[src/hw/rtl/wrtc_pkg.sv]
// ----------------------------------------------------------------------------
// wrtc_pkg
// Shared types, codes and reset constants for the Wiegand receiver timing
// checker.
// ----------------------------------------------------------------------------
package wrtc_pkg;

   localparam int MAX_BITS_DEFAULT = 64;
   localparam int TIMER_W          = 16;
   localparam int TIMER_BITS       = 16;
   localparam int FRAME_W          = 64;
   localparam int LEN_W            = 7;
   localparam int INDEX_W          = 6;
   localparam int CSR_ADDR_W       = 3;
   localparam int CSR_DATA_W       = 16;

   localparam logic [TIMER_W-1:0] ELAPSED_MASK =
      TIMER_W'((33'(1) << TIMER_BITS) - 33'(1));

   typedef logic [TIMER_W-1:0] timer_type;

   typedef enum logic [1:0] {
      KIND_DATA0 = 2'd0,
      KIND_DATA1 = 2'd1,
      KIND_TIMER = 2'd2,
      KIND_ARM   = 2'd3
   } kind_type;

   typedef enum logic [1:0] {
      LINE_NONE  = 2'd0,
      LINE_DATA0 = 2'd1,
      LINE_DATA1 = 2'd2
   } line_type;

   typedef enum logic [2:0] {
      STATUS_OK          = 3'd0,
      STATUS_D0_CONFLICT = 3'd1,
      STATUS_D1_CONFLICT = 3'd2,
      STATUS_ORDER       = 3'd3,
      STATUS_GAP_TIMEOUT = 3'd4,
      STATUS_PULSE_WIDTH = 3'd5
   } status_type;

   localparam logic [CSR_ADDR_W-1:0] CSR_FRAME_LENGTH    = 3'd0;
   localparam logic [CSR_ADDR_W-1:0] CSR_CONTINUOUS_MODE = 3'd1;
   localparam logic [CSR_ADDR_W-1:0] CSR_PULSE_NOMINAL   = 3'd2;
   localparam logic [CSR_ADDR_W-1:0] CSR_PULSE_TOLERANCE = 3'd3;
   localparam logic [CSR_ADDR_W-1:0] CSR_GAP_NOMINAL     = 3'd4;
   localparam logic [CSR_ADDR_W-1:0] CSR_GAP_TOLERANCE   = 3'd5;

   localparam logic [LEN_W-1:0] FRAME_LENGTH_RESET    = 7'd26;
   localparam timer_type        PULSE_NOMINAL_RESET   = 16'd50;
   localparam timer_type        PULSE_TOLERANCE_RESET = 16'd5;
   localparam timer_type        GAP_NOMINAL_RESET     = 16'd1950;
   localparam timer_type        GAP_TOLERANCE_RESET   = 16'd10;

   typedef struct packed {
      status_type           status;
      logic [FRAME_W-1:0]   frame_value;
      logic [LEN_W-1:0]     bits_received;
      logic [INDEX_W-1:0]   error_index;
      timer_type            error_time;
   } rsp_type;

endpackage

[src/hw/rtl/wrtc_window_check.sv]
// ----------------------------------------------------------------------------
// wrtc_window_check
// Flags a measured time outside nominal +/- tolerance. Bounds are formed one
// bit wider so they never wrap; a negative lower bound means no lower bound.
// ----------------------------------------------------------------------------
module wrtc_window_check (
   input  wrtc_pkg::timer_type measured,
   input  wrtc_pkg::timer_type nominal,
   input  wrtc_pkg::timer_type tolerance,
   output logic                out_of_window
);
   import wrtc_pkg::*;

   logic [TIMER_W:0] upper_bound;
   logic [TIMER_W:0] measured_plus_tol;

   assign upper_bound       = {1'b0, nominal} + {1'b0, tolerance};
   assign measured_plus_tol = {1'b0, measured} + {1'b0, tolerance};

   assign out_of_window = ({1'b0, measured} > upper_bound) ||
                          (measured_plus_tol < {1'b0, nominal});

endmodule

[src/hw/rtl/wiegand_receiver_timing_checker_core.sv]
// ----------------------------------------------------------------------------
// wiegand_receiver_timing_checker_core
// Wiegand frame receiver with pulse-width and inter-bit gap checks.
// ----------------------------------------------------------------------------
// The req channel carries line events: tuser is the kind (data0 edge, data1
// edge, timer expiry, arm) and tdata the edge direction and the timer counts
// since the previous edge. An arm beat starts a frame; a falling edge opens a
// pulse, the matching rising edge closes it and shifts in the bit. The rsp
// channel gives one beat per finished frame or error: tuser is the status,
// tdata the received bits, bit count and the first bad pulse or gap.
// The csr port writes the six setup registers at any edge with csr_we high.
// One beat is taken per clock while req_tready is high. An event goes into
// an input register, is handled by one pass of compare and shift logic,
// and a result lands in the output register.
// When rsp_tready is low the result holds, the input register keeps the next
// beat and req_tready drops until the result is taken.
// Reset returns the setup registers to their defaults and leaves the block
// disarmed with an empty frame.
// ----------------------------------------------------------------------------
module wiegand_receiver_timing_checker_core #(
   parameter int MAX_BITS = wrtc_pkg::MAX_BITS_DEFAULT
) (
   input  logic                                 clock,
   input  logic                                 reset,
   // req_tdata: rising [0], elapsed [16:1], zero fill [23:17]
   input  logic [23:0]                          req_tdata,
   // req_tuser: kind [1:0]
   input  logic [1:0]                           req_tuser,
   input  logic                                 req_tvalid,
   output logic                                 req_tready,
   // rsp_tdata: frame_value [63:0], bits_received [70:64],
   //            error_index [76:71], error_time [92:77], zero fill [95:93]
   output logic [95:0]                          rsp_tdata,
   // rsp_tuser: status [2:0]
   output logic [2:0]                           rsp_tuser,
   output logic                                 rsp_tvalid,
   input  logic                                 rsp_tready,
   input  logic                                 csr_we,
   input  logic [wrtc_pkg::CSR_ADDR_W-1:0]      csr_addr,
   input  logic [wrtc_pkg::CSR_DATA_W-1:0]      csr_wdata
);
   import wrtc_pkg::*;

   localparam int CNT_W = $clog2(MAX_BITS + 1);

   // setup registers
   logic [LEN_W-1:0] frame_length_ff;
   logic             continuous_mode_ff;
   timer_type        pulse_nominal_ff;
   timer_type        pulse_tolerance_ff;
   timer_type        gap_nominal_ff;
   timer_type        gap_tolerance_ff;

   // input stage
   logic             in_valid_ff;
   kind_type         in_kind_ff;
   logic             in_rising_ff;
   timer_type        in_elapsed_ff;

   // frame state
   logic                armed_ff,             armed_in;
   line_type            open_line_ff,         open_line_in;
   logic                gap_running_ff,       gap_running_in;
   logic [CNT_W-1:0]    bit_count_ff,         bit_count_in;
   logic [MAX_BITS-1:0] bit_shift_ff,         bit_shift_in;
   logic                pulse_fault_seen_ff,  pulse_fault_seen_in;
   logic [INDEX_W-1:0]  pulse_fault_index_ff, pulse_fault_index_in;
   timer_type           pulse_fault_time_ff,  pulse_fault_time_in;
   logic                gap_fault_seen_ff,    gap_fault_seen_in;
   logic [INDEX_W-1:0]  gap_fault_index_ff,   gap_fault_index_in;
   timer_type           gap_fault_time_ff,    gap_fault_time_in;

   // output stage
   logic    rsp_valid_ff;
   rsp_type rsp_ff;
   rsp_type result;
   logic    emit;

   logic       advance;
   logic       check_pulse;
   timer_type  win_nominal;
   timer_type  win_tolerance;
   logic       out_of_window;
   line_type   event_line;
   logic [LEN_W-1:0] eff_length;
   logic [LEN_W-1:0] count_ext;

   assign advance    = in_valid_ff && (!rsp_valid_ff || rsp_tready);
   assign req_tready = !in_valid_ff || advance;

   always_ff @(posedge clock) begin
      if (reset) begin
         frame_length_ff    <= FRAME_LENGTH_RESET;
         continuous_mode_ff <= 1'b0;
         pulse_nominal_ff   <= PULSE_NOMINAL_RESET;
         pulse_tolerance_ff <= PULSE_TOLERANCE_RESET;
         gap_nominal_ff     <= GAP_NOMINAL_RESET;
         gap_tolerance_ff   <= GAP_TOLERANCE_RESET;
      end else if (csr_we) begin
         unique case (csr_addr)
            CSR_FRAME_LENGTH:    frame_length_ff    <= csr_wdata[LEN_W-1:0];
            CSR_CONTINUOUS_MODE: continuous_mode_ff <= csr_wdata[0];
            CSR_PULSE_NOMINAL:   pulse_nominal_ff   <= csr_wdata;
            CSR_PULSE_TOLERANCE: pulse_tolerance_ff <= csr_wdata;
            CSR_GAP_NOMINAL:     gap_nominal_ff     <= csr_wdata;
            CSR_GAP_TOLERANCE:   gap_tolerance_ff   <= csr_wdata;
            default: ;
         endcase
      end
   end

   always_ff @(posedge clock) begin
      if (reset) begin
         in_valid_ff <= 1'b0;
      end else if (req_tready) begin
         in_valid_ff <= req_tvalid;
      end
      if (req_tready && req_tvalid) begin
         in_kind_ff    <= kind_type'(req_tuser);
         in_rising_ff  <= req_tdata[0];
         in_elapsed_ff <= req_tdata[16:1] & ELAPSED_MASK;
      end
   end

   // pulse width is checked on pulse end, the gap on pulse start
   assign check_pulse   = (open_line_ff != LINE_NONE);
   assign win_nominal   = check_pulse ? pulse_nominal_ff   : gap_nominal_ff;
   assign win_tolerance = check_pulse ? pulse_tolerance_ff : gap_tolerance_ff;

   wrtc_window_check u_window (
      .measured      (in_elapsed_ff),
      .nominal       (win_nominal),
      .tolerance     (win_tolerance),
      .out_of_window (out_of_window)
   );

   assign event_line = line_type'({in_kind_ff[0], !in_kind_ff[0]});
   assign count_ext  = LEN_W'(bit_count_ff);

   always_comb begin
      if (frame_length_ff == '0) begin
         eff_length = LEN_W'(1);
      end else if (frame_length_ff > LEN_W'(MAX_BITS)) begin
         eff_length = LEN_W'(MAX_BITS);
      end else begin
         eff_length = frame_length_ff;
      end
   end

   always_comb begin
      armed_in             = armed_ff;
      open_line_in         = open_line_ff;
      gap_running_in       = gap_running_ff;
      bit_count_in         = bit_count_ff;
      bit_shift_in         = bit_shift_ff;
      pulse_fault_seen_in  = pulse_fault_seen_ff;
      pulse_fault_index_in = pulse_fault_index_ff;
      pulse_fault_time_in  = pulse_fault_time_ff;
      gap_fault_seen_in    = gap_fault_seen_ff;
      gap_fault_index_in   = gap_fault_index_ff;
      gap_fault_time_in    = gap_fault_time_ff;
      emit                 = 1'b0;
      result.status        = STATUS_OK;
      result.error_index   = '0;
      result.error_time    = '0;

      if (in_kind_ff == KIND_ARM) begin
         armed_in           = 1'b1;
         open_line_in       = LINE_NONE;
         gap_running_in     = 1'b0;
         bit_count_in       = '0;
         bit_shift_in       = '0;
         pulse_fault_seen_in = 1'b0;
         gap_fault_seen_in  = 1'b0;
      end else if (armed_ff) begin
         if (in_kind_ff == KIND_TIMER) begin
            if (gap_running_ff && bit_count_ff != '0) begin
               emit               = 1'b1;
               result.status      = STATUS_GAP_TIMEOUT;
               result.error_index = INDEX_W'(count_ext - LEN_W'(1));
            end
         end else if (open_line_ff != LINE_NONE && open_line_ff != event_line) begin
            emit          = 1'b1;
            result.status = (in_kind_ff == KIND_DATA0) ? STATUS_D0_CONFLICT
                                                       : STATUS_D1_CONFLICT;
         end else if (open_line_ff == LINE_NONE) begin
            if (in_rising_ff) begin
               emit          = 1'b1;
               result.status = STATUS_ORDER;
            end else begin
               if (gap_running_ff && bit_count_ff != '0 && !gap_fault_seen_ff &&
                   out_of_window) begin
                  gap_fault_seen_in  = 1'b1;
                  gap_fault_index_in = INDEX_W'(count_ext - LEN_W'(1));
                  gap_fault_time_in  = in_elapsed_ff;
               end
               gap_running_in = 1'b0;
               open_line_in   = event_line;
            end
         end else if (!in_rising_ff) begin
            emit          = 1'b1;
            result.status = STATUS_ORDER;
         end else begin
            if (!pulse_fault_seen_ff && out_of_window) begin
               pulse_fault_seen_in  = 1'b1;
               pulse_fault_index_in = INDEX_W'(count_ext);
               pulse_fault_time_in  = in_elapsed_ff;
            end
            bit_shift_in = MAX_BITS'({bit_shift_ff, in_kind_ff[0]});
            if (bit_count_ff < CNT_W'(MAX_BITS)) begin
               bit_count_in = bit_count_ff + CNT_W'(1);
            end
            open_line_in   = LINE_NONE;
            gap_running_in = 1'b1;
            if (LEN_W'(bit_count_in) >= eff_length) begin
               emit = 1'b1;
               if (gap_fault_seen_in) begin
                  result.status      = STATUS_GAP_TIMEOUT;
                  result.error_index = gap_fault_index_in;
                  result.error_time  = gap_fault_time_in;
               end else if (pulse_fault_seen_in) begin
                  result.status      = STATUS_PULSE_WIDTH;
                  result.error_index = pulse_fault_index_in;
                  result.error_time  = pulse_fault_time_in;
               end
            end
         end
      end

      result.frame_value   = FRAME_W'(bit_shift_in);
      result.bits_received = LEN_W'(bit_count_in);

      // drop the frame after any result; stay armed only on a clean frame
      if (emit) begin
         armed_in            = (result.status == STATUS_OK) && continuous_mode_ff;
         open_line_in        = LINE_NONE;
         gap_running_in      = 1'b0;
         bit_count_in        = '0;
         bit_shift_in        = '0;
         pulse_fault_seen_in = 1'b0;
         gap_fault_seen_in   = 1'b0;
      end
   end

   always_ff @(posedge clock) begin
      if (reset) begin
         armed_ff            <= 1'b0;
         open_line_ff        <= LINE_NONE;
         gap_running_ff      <= 1'b0;
         bit_count_ff        <= '0;
         bit_shift_ff        <= '0;
         pulse_fault_seen_ff <= 1'b0;
         gap_fault_seen_ff   <= 1'b0;
      end else if (advance) begin
         armed_ff            <= armed_in;
         open_line_ff        <= open_line_in;
         gap_running_ff      <= gap_running_in;
         bit_count_ff        <= bit_count_in;
         bit_shift_ff        <= bit_shift_in;
         pulse_fault_seen_ff <= pulse_fault_seen_in;
         gap_fault_seen_ff   <= gap_fault_seen_in;
      end
      if (advance) begin
         pulse_fault_index_ff <= pulse_fault_index_in;
         pulse_fault_time_ff  <= pulse_fault_time_in;
         gap_fault_index_ff   <= gap_fault_index_in;
         gap_fault_time_ff    <= gap_fault_time_in;
      end
   end

   always_ff @(posedge clock) begin
      if (reset) begin
         rsp_valid_ff <= 1'b0;
      end else if (advance && emit) begin
         rsp_valid_ff <= 1'b1;
      end else if (rsp_tready) begin
         rsp_valid_ff <= 1'b0;
      end
      if (advance && emit) begin
         rsp_ff <= result;
      end
   end

   assign rsp_tvalid = rsp_valid_ff;
   assign rsp_tuser  = rsp_ff.status;
   assign rsp_tdata  = {3'b000, rsp_ff.error_time, rsp_ff.error_index,
                        rsp_ff.bits_received, rsp_ff.frame_value};

   a_error_disarms : assert property (@(posedge clock) disable iff (reset)
      (advance && emit && result.status != STATUS_OK) |=> !armed_ff)
      else $error("block still armed after an error result");

   a_count_bounded : assert property (@(posedge clock) disable iff (reset)
      bit_count_ff <= CNT_W'(MAX_BITS))
      else $error("bit count beyond maximum frame size");

   a_gap_no_pulse : assert property (@(posedge clock) disable iff (reset)
      gap_running_ff |-> (open_line_ff == LINE_NONE))
      else $error("gap running while a pulse is open");

   a_input_held : assert property (@(posedge clock) disable iff (reset)
      (in_valid_ff && !advance) |=> (in_valid_ff && $stable(in_elapsed_ff)))
      else $error("stalled input beat lost");

endmodule
[config.mk]
export PLATFORM = sky130hd
export DESIGN_NAME = wiegand_receiver_timing_checker_core
export DESIGN_NICKNAME = d
export VERILOG_FILES = /design/src/hw/rtl/wrtc_pkg.sv /design/src/hw/rtl/wrtc_window_check.sv /design/src/hw/rtl/wiegand_receiver_timing_checker_core.sv
export SDC_FILE = /design/constraint.sdc
export NUM_CORES = 1
export LEC_CHECK = 0
export ABC_AREA = 1
export BUFFER_PORTS_ARGS = -buffer_cell sky130_fd_sc_hd__buf_4
export CAP_MARGIN = 10
export CELL_PAD_IN_SITES_DETAIL_PLACEMENT = 1
export CELL_PAD_IN_SITES_GLOBAL_PLACEMENT = 1
export CORE_ASPECT_RATIO = 0.75
export CORE_MARGIN = 4
export CORE_UTILIZATION = 30
export DETAILED_ROUTE_END_ITERATION = 8
export GPL_TIMING_DRIVEN = 1
export MAX_ROUTING_LAYER = met4
export PLACE_DENSITY_LB_ADDON = 0.25
export SLEW_MARGIN = 0
export SYNTH_ARGS = -nofsm -noshare
export SYNTH_HDL_FRONTEND = slang
export SYNTH_HIERARCHICAL = 1
export SYNTH_SLANG_ARGS = --single-unit
[constraint.sdc]
create_clock -name clock -period 7.5 [get_ports clock]
set_input_delay 1.5 -clock clock [delete_from_list [all_inputs] [get_ports clock]]
set_output_delay 1.5 -clock clock [all_outputs]
set_load 0.01 [all_outputs]
==> flow_metrics.env, run 1 <==
export IMPL_synth_top_area_cell="sky130_fd_sc_hd__edfxtp_1"
export IMPL_multi_input_comb_area_um2=6520
export IMPL_final_net_count=2021
export IMPL_dpl_cell_area_um2=16800
export IMPL_antenna_cells_inserted=0
export IMPL_place_congestion=0.815
export IMPL_route_detailed_vias_per_inst=4.79
export IMPL_vias=12400
export IMPL_ir_worst_vdd_mv=0.125
export IMPL_rows=71
export IMPL_area_growth_synth_to_final_pct=18.6
export IMPL_hold_buf_cts=0
export IMPL_worst_hold_path_type="reg -> reg"
export IMPL_grt_first_pass_wirelength_um=70900
export IMPL_netlist_area_leader_share=0.313
export IMPL_insertion_delay_ps=550
export IMPL_post_cts_repair_setup_buffers=0
export IMPL_worst_pin_slew_ps=1030
export IMPL_synth_flop_cell="sky130_fd_sc_hd__edfxtp_1"
export IMPL_postRouteWirelength_um=44700
export IMPL_drt_iter0_drc=660
export IMPL_placement_io_buffers=140
export IMPL_grt_start_max_net_pins=76
export IMPL_drv_max_cap_violation_count=0
export IMPL_setup_worst_path_class="reg -> reg"
export IMPL_critPathMaxFanout=46
export IMPL_yosys_warnings=6
export IMPL_timing_critical_path_required_ps=7740
export IMPL_startpoint_type="flop"
export IMPL_drive_gt1_frac=0.160
export IMPL_number_of_antenna_violations_at_the_first_check_in_global_routing=0
export IMPL_timing_critical_path_to_type="flop"
export IMPL_gr_total_overflow=0
export IMPL_stdcell_area_um2=18100
export IMPL_p_leak_nw=7.88
export IMPL_timing_final_crit_share=0.777
export IMPL_boundaryPins=151
export IMPL_detailedRoute_firstPassIterationCount=4
export IMPL_synth_area_per_cell_um2=8.56
export IMPL_die_w_um=268
export IMPL_post_synthesis_cell_count=1782
export IMPL_routed_wire_length_per_instance_um=17.3
export IMPL_cts_inserted_buffers=37
export IMPL_final_setup_fails=0
export IMPL_most_common_cell_in_the_netlist="sky130_fd_sc_hd__nand2_1"
export IMPL_slew_viol_final=0
export IMPL_synth_edf_count=159
export IMPL_floorplan_die_height_um=203
export IMPL_floorplan_initialDensity=0.304
export IMPL_drtAntennaViolNets=0
export IMPL_drc=0
export IMPL_clk_pin_slew_worst_paths_ps=60
export IMPL_yosysSeqAreaShare=0.511
export IMPL_netlist_area_um2=15200
export IMPL_final_period_minus_worst_setup_slack_ps=5830
export IMPL_core_area_um2=50200
export IMPL_cts_resized_gates=0
export IMPL_die_area_um2=54500
export IMPL_n_fill_cell=5870
export IMPL_cellPowerDensity_nw_per_um2=224
export IMPL_seq_area_um2=7800
export IMPL_via_count_of_the_first_global_routing_pass=12500
export IMPL_post_dp_hpwl_um=30600
export IMPL_final_hold_viol_count=0
export IMPL_sum_neg_setup_slack_ps=0
export IMPL_cts_root_buffer="sky130_fd_sc_hd__clkbuf_16"
export IMPL_worst_case_clock_skew_ps=26.9
export IMPL_ctsLongestPathBuffers=3
export IMPL_synth_cell_type_count=51
export IMPL_timing_max_slew_rel_slack=0.312
export IMPL_postSynth_asyncResetShare=0
export IMPL_grt_util_all_layers=0.168
export IMPL_ctsHtreeMaxLevel=2
export IMPL_fmax_mhz=172
export IMPL_status="complete, no violations"
export IMPL_rsz0062_at_grt="false"
export IMPL_crit_arrival_ps=6070
export IMPL_ys_seq_elements=310
export IMPL_tritoncts_num_sinks=310
export IMPL_top_cells_by_instance_count_after_synthesis="sky130_fd_sc_hd__nand2_1 (424), sky130_fd_sc_hd__nor2_1 (228), sky130_fd_sc_hd__edfxtp_1 (159)"
export IMPL_final_core_utilization=0.360
export IMPL_cts_tree="done"
export IMPL_yosys_top_cells_area="sky130_fd_sc_hd__edfxtp_1 (31%), sky130_fd_sc_hd__dfxtp_1 (20%), sky130_fd_sc_hd__nand2_1 (10%), sky130_fd_sc_hd__ha_1 (6.0%), sky130_fd_sc_hd__nor2_1 (5.6%)"
-- sequential cells by signal, indices dropped and copies added (netlist names), 7 cells and up --
register,count
gap_tolerance_ff,16
bit_shift_ff,64
bit_count_ff,7
pulse_nominal_ff,16
in_elapsed_ff,16
frame_length_ff,7
gap_nominal_ff,16
gap_fault_time_ff,16
pulse_fault_time_ff,16
pulse_tolerance_ff,16
rsp_tdata,93
-- metrics by stage --
step | std cells | total power, mW | hold WS, ps | setup slack [ps]
after CTS | 2581 | 4.11 | 452 | 1700
after detailed placement | 2514 | 2.28 | 443 | 1740
final | 2581 | 4.04 | 447 | 1670
after floorplan | 1784 | 2.14 | 425 | 1990
after global routing | 2581 | 4.24 | 469 | 1160
after global placement | 2514 | 2.27 | 434 | 1890
-- worst paths after layout --
| path | startpoint | endpoint | slack [ps] | cells past startpoint |
|---|---|---|---|---|
| worst max-delay path | open_line_ff[1] | rsp_tdata[84] | 1670 | 24 |
| worst min-delay path | pulse_tolerance_ff[12] | pulse_tolerance_ff[12] | 450 | 2 |
| worst max register to register | open_line_ff[1] | rsp_tdata[84] | 1670 | 24 |
| worst min register to register | pulse_tolerance_ff[12] | pulse_tolerance_ff[12] | 450 | 2 |
-- worst max-delay path, cell delays in order, from the launching register on --
cell,delay (ps)
sky130_fd_sc_hd__dfxtp_1,450
sky130_fd_sc_hd__nor2_2,90
sky130_fd_sc_hd__buf_4,290
sky130_fd_sc_hd__o21ai_0,570
sky130_fd_sc_hd__ha_1,420
sky130_fd_sc_hd__a21oi_1,240
sky130_fd_sc_hd__o21ai_0,120
sky130_fd_sc_hd__a21oi_1,150
sky130_fd_sc_hd__o21ai_2,110
sky130_fd_sc_hd__nand2_1,80
sky130_fd_sc_hd__nand2_1,70
sky130_fd_sc_hd__xor2_1,160
sky130_fd_sc_hd__ha_1,300
sky130_fd_sc_hd__nand2_1,90
sky130_fd_sc_hd__nor4_1,330
sky130_fd_sc_hd__nand3_1,170
sky130_fd_sc_hd__nand3b_1,130
sky130_fd_sc_hd__a21oi_1,50
sky130_fd_sc_hd__nand2_1,120
sky130_fd_sc_hd__nand2_1,140
sky130_fd_sc_hd__nand2_1,370
sky130_fd_sc_hd__buf_4,350
sky130_fd_sc_hd__mux2_2,380
sky130_fd_sc_hd__a22oi_1,230
sky130_fd_sc_hd__nor2_1,80
-- placed cells by master (no fill, tap or decap), types with 7 or more instances in the layout --
master,n
sky130_fd_sc_hd__ha_1,73
sky130_fd_sc_hd__clkbuf_16,39
sky130_fd_sc_hd__a22oi_1,16
sky130_fd_sc_hd__inv_1,137
sky130_fd_sc_hd__nor2_2,43
sky130_fd_sc_hd__nand2_1,422
sky130_fd_sc_hd__edfxtp_1,159
sky130_fd_sc_hd__a21oi_1,141
sky130_fd_sc_hd__mux2_2,16
sky130_fd_sc_hd__o21ai_1,40
sky130_fd_sc_hd__xor2_1,22
sky130_fd_sc_hd__xnor2_1,8
sky130_fd_sc_hd__o21ai_0,126
sky130_fd_sc_hd__nand3_1,45
sky130_fd_sc_hd__nand2_2,7
sky130_fd_sc_hd__dfxtp_1,151
sky130_fd_sc_hd__nor2_1,228
sky130_fd_sc_hd__clkbuf_8,9
sky130_fd_sc_hd__buf_4,155
-- cells by family after synthesis --
logic type / Yosys count / share of synthesized area
other: 1 / 0.000246
xor gates and xnor gates: 31 / 0.0183
and+or+nand+nor: 770 / 0.207
AOI/OAI and AO/OA: 354 / 0.127
adders and majority gates: 75 / 0.0625
muxes: 16 / 0.0118
buffers and inverters: 225 / 0.0624
DFF: 310 / 0.511
-- where the power goes --
| group | switching [mW] | internal, mW | leakage, nW |
|---|---|---|---|
| clock | 0.724 | 1.08 | 0.606 |
| combinational | 0.274 | 0.150 | 4.48 |
| sequential | 0.0188 | 1.80 | 2.79 |
-- metal layers --
layer	up-vias	share of wire	GRT usage
met5	-	0	-
met4	0	0.017	0.0394
met3	44	0.033	0.0238
met2	155	0.43	0.244
met1	6023	0.52	0.249
li1	6136	-	-
-- final cells by class --
| cell class | instances | area share |
|---|---|---|
| inverters | 143 | 0.0299 |
| clock buffers | 53 | 0.0619 |
| clock inverters | 14 | 0.00623 |
| well taps | 657 | 0.0455 |
| flip-flops and latches | 310 | 0.431 |
| repair buffers | 155 | 0.0644 |
| multi-input cells | 1249 | 0.361 |
(Power assumes the default switching activity.)
==> run 2, diff against run 1 <==
--- a/config.mk
+++ b/config.mk
@@ -5,7 +5,7 @@
 export SDC_FILE = /design/constraint.sdc
 export NUM_CORES = 1
 export LEC_CHECK = 0
-export ABC_AREA = 1
+export ABC_AREA = 0
 export BUFFER_PORTS_ARGS = -buffer_cell sky130_fd_sc_hd__buf_4
 export CAP_MARGIN = 10
 export CELL_PAD_IN_SITES_DETAIL_PLACEMENT = 1
==> constraint.sdc (replaced) <==
create_clock -name clock -period 5.9 [get_ports clock]
set_input_delay 1.18 -clock clock [delete_from_list [all_inputs] [get_ports clock]]
set_output_delay 1.18 -clock clock [all_outputs]
set_load 0.01 [all_outputs]
==> run 2 against run 1 <==
  * Hold slack improved by 9.5 ps
  * Clock-buffer cell count fell by 4
  * Die area fell by 1.8%
  * Critical path type unchanged
  * Highest routed layer unchanged
==> flow_metrics.env, run 2 <==
export IMPL_status="complete, no violations"
export IMPL_floorplan_die_height_um=201
export IMPL_slew_viol_final=0
export IMPL_postRouteWirelength_um=44000
export IMPL_synth_top_family_by_area="compound AO/OA/AOI/OAI gates"
export IMPL_synth_top_area_cell="sky130_fd_sc_hd__edfxtp_1"
export IMPL_grt_util_all_layers=0.164
export IMPL_layout_cells_most_common="sky130_fd_sc_hd__nand2_1"
export IMPL_cts_inserted_buffers=36
export IMPL_post_dp_hpwl_um=29900
export IMPL_drtAntennaViolNets=0
export IMPL_ctsLongestPathBuffers=3
export IMPL_floorplan_initialDensity=0.305
export IMPL_synth_simple_gate_area_frac=0.169
export IMPL_cts_root_buffer="sky130_fd_sc_hd__clkbuf_16"
export IMPL_tritoncts_num_sinks=310
export IMPL_area_growth_synth_to_final_pct=20.8
export IMPL_max_stage_delay_ps=400
export IMPL_timing_critical_path_max_delay_family="compound AO/OA/AOI/OAI gates"
export IMPL_final_hold_viol_count=0
export IMPL_yosys_warnings=6
export IMPL_ir_worst_vdd_mv=0.127
export IMPL_vias=11800
export IMPL_synth_xor_area_frac=0.0199
export IMPL_yosysSeqAreaShare=0.521
export IMPL_leading_cell_types_in_the_layout_fill_and_taps_excluded="sky130_fd_sc_hd__nand2_1 (396), sky130_fd_sc_hd__buf_4 (171), sky130_fd_sc_hd__a21oi_1 (167), sky130_fd_sc_hd__edfxtp_1 (159), sky130_fd_sc_hd__dfxtp_1 (150)"
export IMPL_drc=0
export IMPL_final_instance_count_excl_fill=2331
export IMPL_drive_gt1_frac=0.211
export IMPL_most_common_cell_in_the_netlist="sky130_fd_sc_hd__nand2_1"
export IMPL_antenna_cells_inserted=0
export IMPL_crit_arrival_ps=5870
export IMPL_final_period_minus_worst_setup_slack_ps=5610
export IMPL_total_switching_power_mw=1.29
export IMPL_synth_edf_count=159
export IMPL_ctsHtreeMaxLevel=2
export IMPL_grt_first_pass_wirelength_um=69300
export IMPL_timing_final_crit_share=0.951
export IMPL_ys_seq_elements=310
export IMPL_drv_max_cap_violation_count=0
export IMPL_worst_pin_slew_ps=1140
export IMPL_drt_iter0_drc=659
export IMPL_startpoint_type="flop"
export IMPL_top_cells_by_instance_count_after_synthesis="sky130_fd_sc_hd__nand2_1 (398), sky130_fd_sc_hd__a21oi_1 (167), sky130_fd_sc_hd__edfxtp_1 (159)"
export IMPL_n_fill_cell=5551
export IMPL_timing_max_slew_rel_slack=0.236
export IMPL_cts_tree="done"
export IMPL_die_w_um=266
export IMPL_routed_wire_length_per_instance_um=18.9
export IMPL_p_leak_nw=7.19
export IMPL_share_clk_of_total_power=0.449
export IMPL_internal_power_mw=3.90
export IMPL_largest_reg_flops=93
export IMPL_synth_area_per_cell_um2=9.77
export IMPL_via_count_of_the_first_global_routing_pass=12200
export IMPL_final_setup_fails=0
export IMPL_fmax_mhz=178
export IMPL_critPathMaxFanout=10
export IMPL_die_area_um2=53500
export IMPL_combPwrFrac=0.105
export IMPL_insertion_delay_ps=540
export IMPL_yosys_mux_area_fraction=0.0172
export IMPL_post_place_cells=2261
export IMPL_netlist_area_leader_share=0.319
export IMPL_synth_cell_type_count=74
export IMPL_power_frac_seq=0.446
export IMPL_gr_total_overflow=0
export IMPL_rows=70
export IMPL_core_area_um2=49000
export IMPL_worst_case_clock_skew_ps=13.3
export IMPL_setup_worst_path_class="reg -> reg"
export IMPL_placement_io_buffers=140
export IMPL_critPathBufInv=4
export IMPL_compound_gate_portion_of_the_synthesized_area=0.170
export IMPL_dpl_cell_area_um2=16700
export IMPL_layout_setup_ws_ps=291
export IMPL_detailedRoute_firstPassIterationCount=5
export IMPL_crit_path_top_delay_cell="sky130_fd_sc_hd__fa_1"
export IMPL_boundaryPins=151
export IMPL_grt_start_max_net_pins=72
export IMPL_switching_share=0.249
export IMPL_post_synthesis_cell_count=1532
export IMPL_clk_pin_slew_worst_paths_ps=60
export IMPL_place_worst_setup_slack_ps=27.2
export IMPL_timing_critical_path_to_type="flop"
export IMPL_postSynth_asyncResetShare=0
export IMPL_place_congestion=0.843
export IMPL_synth_fa_ha_area_frac=0.0637
export IMPL_synth_flop_cell="sky130_fd_sc_hd__edfxtp_1"
export IMPL_total_power_mw=5.19
export IMPL_netlist_area_um2=15000
export IMPL_stdcell_area_um2=18100
export IMPL_timing_critical_path_required_ps=6170
export IMPL_final_net_count=1781
export IMPL_multi_input_comb_area_um2=6700
export IMPL_route_detailed_vias_per_inst=5.05
export IMPL_seq_area_um2=7800
export IMPL_cellPowerDensity_nw_per_um2=287
export IMPL_worst_hold_path_type="reg -> reg"
export IMPL_number_of_antenna_violations_at_the_first_check_in_global_routing=0
export IMPL_yosys_top_cells_area="sky130_fd_sc_hd__edfxtp_1 (32%), sky130_fd_sc_hd__dfxtp_1 (20%), sky130_fd_sc_hd__nand2_1 (10%), sky130_fd_sc_hd__ha_1 (6.1%), sky130_fd_sc_hd__a21oi_1 (5.6%)"
[run 2: cell types whose count changed after synthesis, moves of 13 or more]
cell / previous run / this run
sky130_fd_sc_hd__o21ai_1: 40 / 2
sky130_fd_sc_hd__nand2_1: 424 / 398
sky130_fd_sc_hd__nor2_1: 228 / 59
sky130_fd_sc_hd__a21oi_1: 141 / 167
sky130_fd_sc_hd__a22o_1: 0 / 19
sky130_fd_sc_hd__inv_1: 138 / 38
sky130_fd_sc_hd__clkbuf_1: 53 / 66
sky130_fd_sc_hd__o21ai_0: 126 / 22
sky130_fd_sc_hd__a22o_2: 0 / 55
sky130_fd_sc_hd__nor2_2: 43 / 0
[run 2: repair_timing]
item / CTS / global route
buffers inserted: 0 / 4
hold buffers: 0 / 0
pin swaps: 0 / 12
gates cloned: 0 / 1
setup endpoints to repair: 3 / 24
gates resized for setup: 1 / 20
[run 2: power groups by stage]
| stage | Combinational [mW] | Sequential (mW) | Clock [mW] |
|---|---|---|---|
| final | 0.547 | 2.31 | 2.33 |
| after global routing | 0.611 | 2.32 | 2.50 |
| after CTS | 0.536 | 2.32 | 2.41 |
| after detailed placement | 0.532 | 2.36 | 0 |
| after global placement | 0.513 | 2.36 | 0 |
| after floorplan | 0.366 | 2.34 | 0 |
[run 2: tightest hold or removal path, cell delays in order (launching register included)]
cell,delay (ps)
sky130_fd_sc_hd__dfxtp_1,310
sky130_fd_sc_hd__nand2_1,50
sky130_fd_sc_hd__a21oi_1,50
[run 2: routing by layer]
metal  GRT usage  routed length (um)  vias to the layer above
li1            -                   -                     5661
met1       0.218               20600                     5819
met2       0.265               20700                      214
met3      0.0247                1690                       66
met4      0.0396                 932                        0
met5           -                   0                        -
[run 2: stage by stage]
step	hold slack [ps]	utilization	TNS, ps
2_1_floorplan	436	-	0
3_3_place_gp	442	0.341	0
3_5_place_dp	450	0.341	0
4_1_cts	459	0.366	0
5_1_grt	472	0.369	-208
6_report	456	0.369	0
[run 2: final cells by class]
type,instances,area share
Clock buffer,49,0.0559
Clock inverter,16,0.0121
Inverter,38,0.00803
Multi-Input combinational cell,1093,0.371
Sequential cell,310,0.431
Tap cell,648,0.0449
Timing Repair Buffer,177,0.0770
[run 2: worst paths after layout]
kind	slack, ps	end	start	depth (start not counted)
setup / recovery	290	rsp_tdata[76]	open_line_ff[0]	27
hold / removal	460	pulse_tolerance_ff[12]	pulse_tolerance_ff[12]	2
setup reg to reg	290	rsp_tdata[76]	open_line_ff[0]	27
hold reg to reg	460	pulse_tolerance_ff[12]	pulse_tolerance_ff[12]	2
[run 2: kinds of logic (layout without fill, tap and decap cells)]
family,after synthesis,after routing
and+or+nand+nor,591,591
AOI/OAI and AO/OA,367,367
DFF,310,310
buffers and inverters,131,280
adders and majority gates,75,75
xor gates and xnor gates,34,34
muxes,23,23
other,1,3
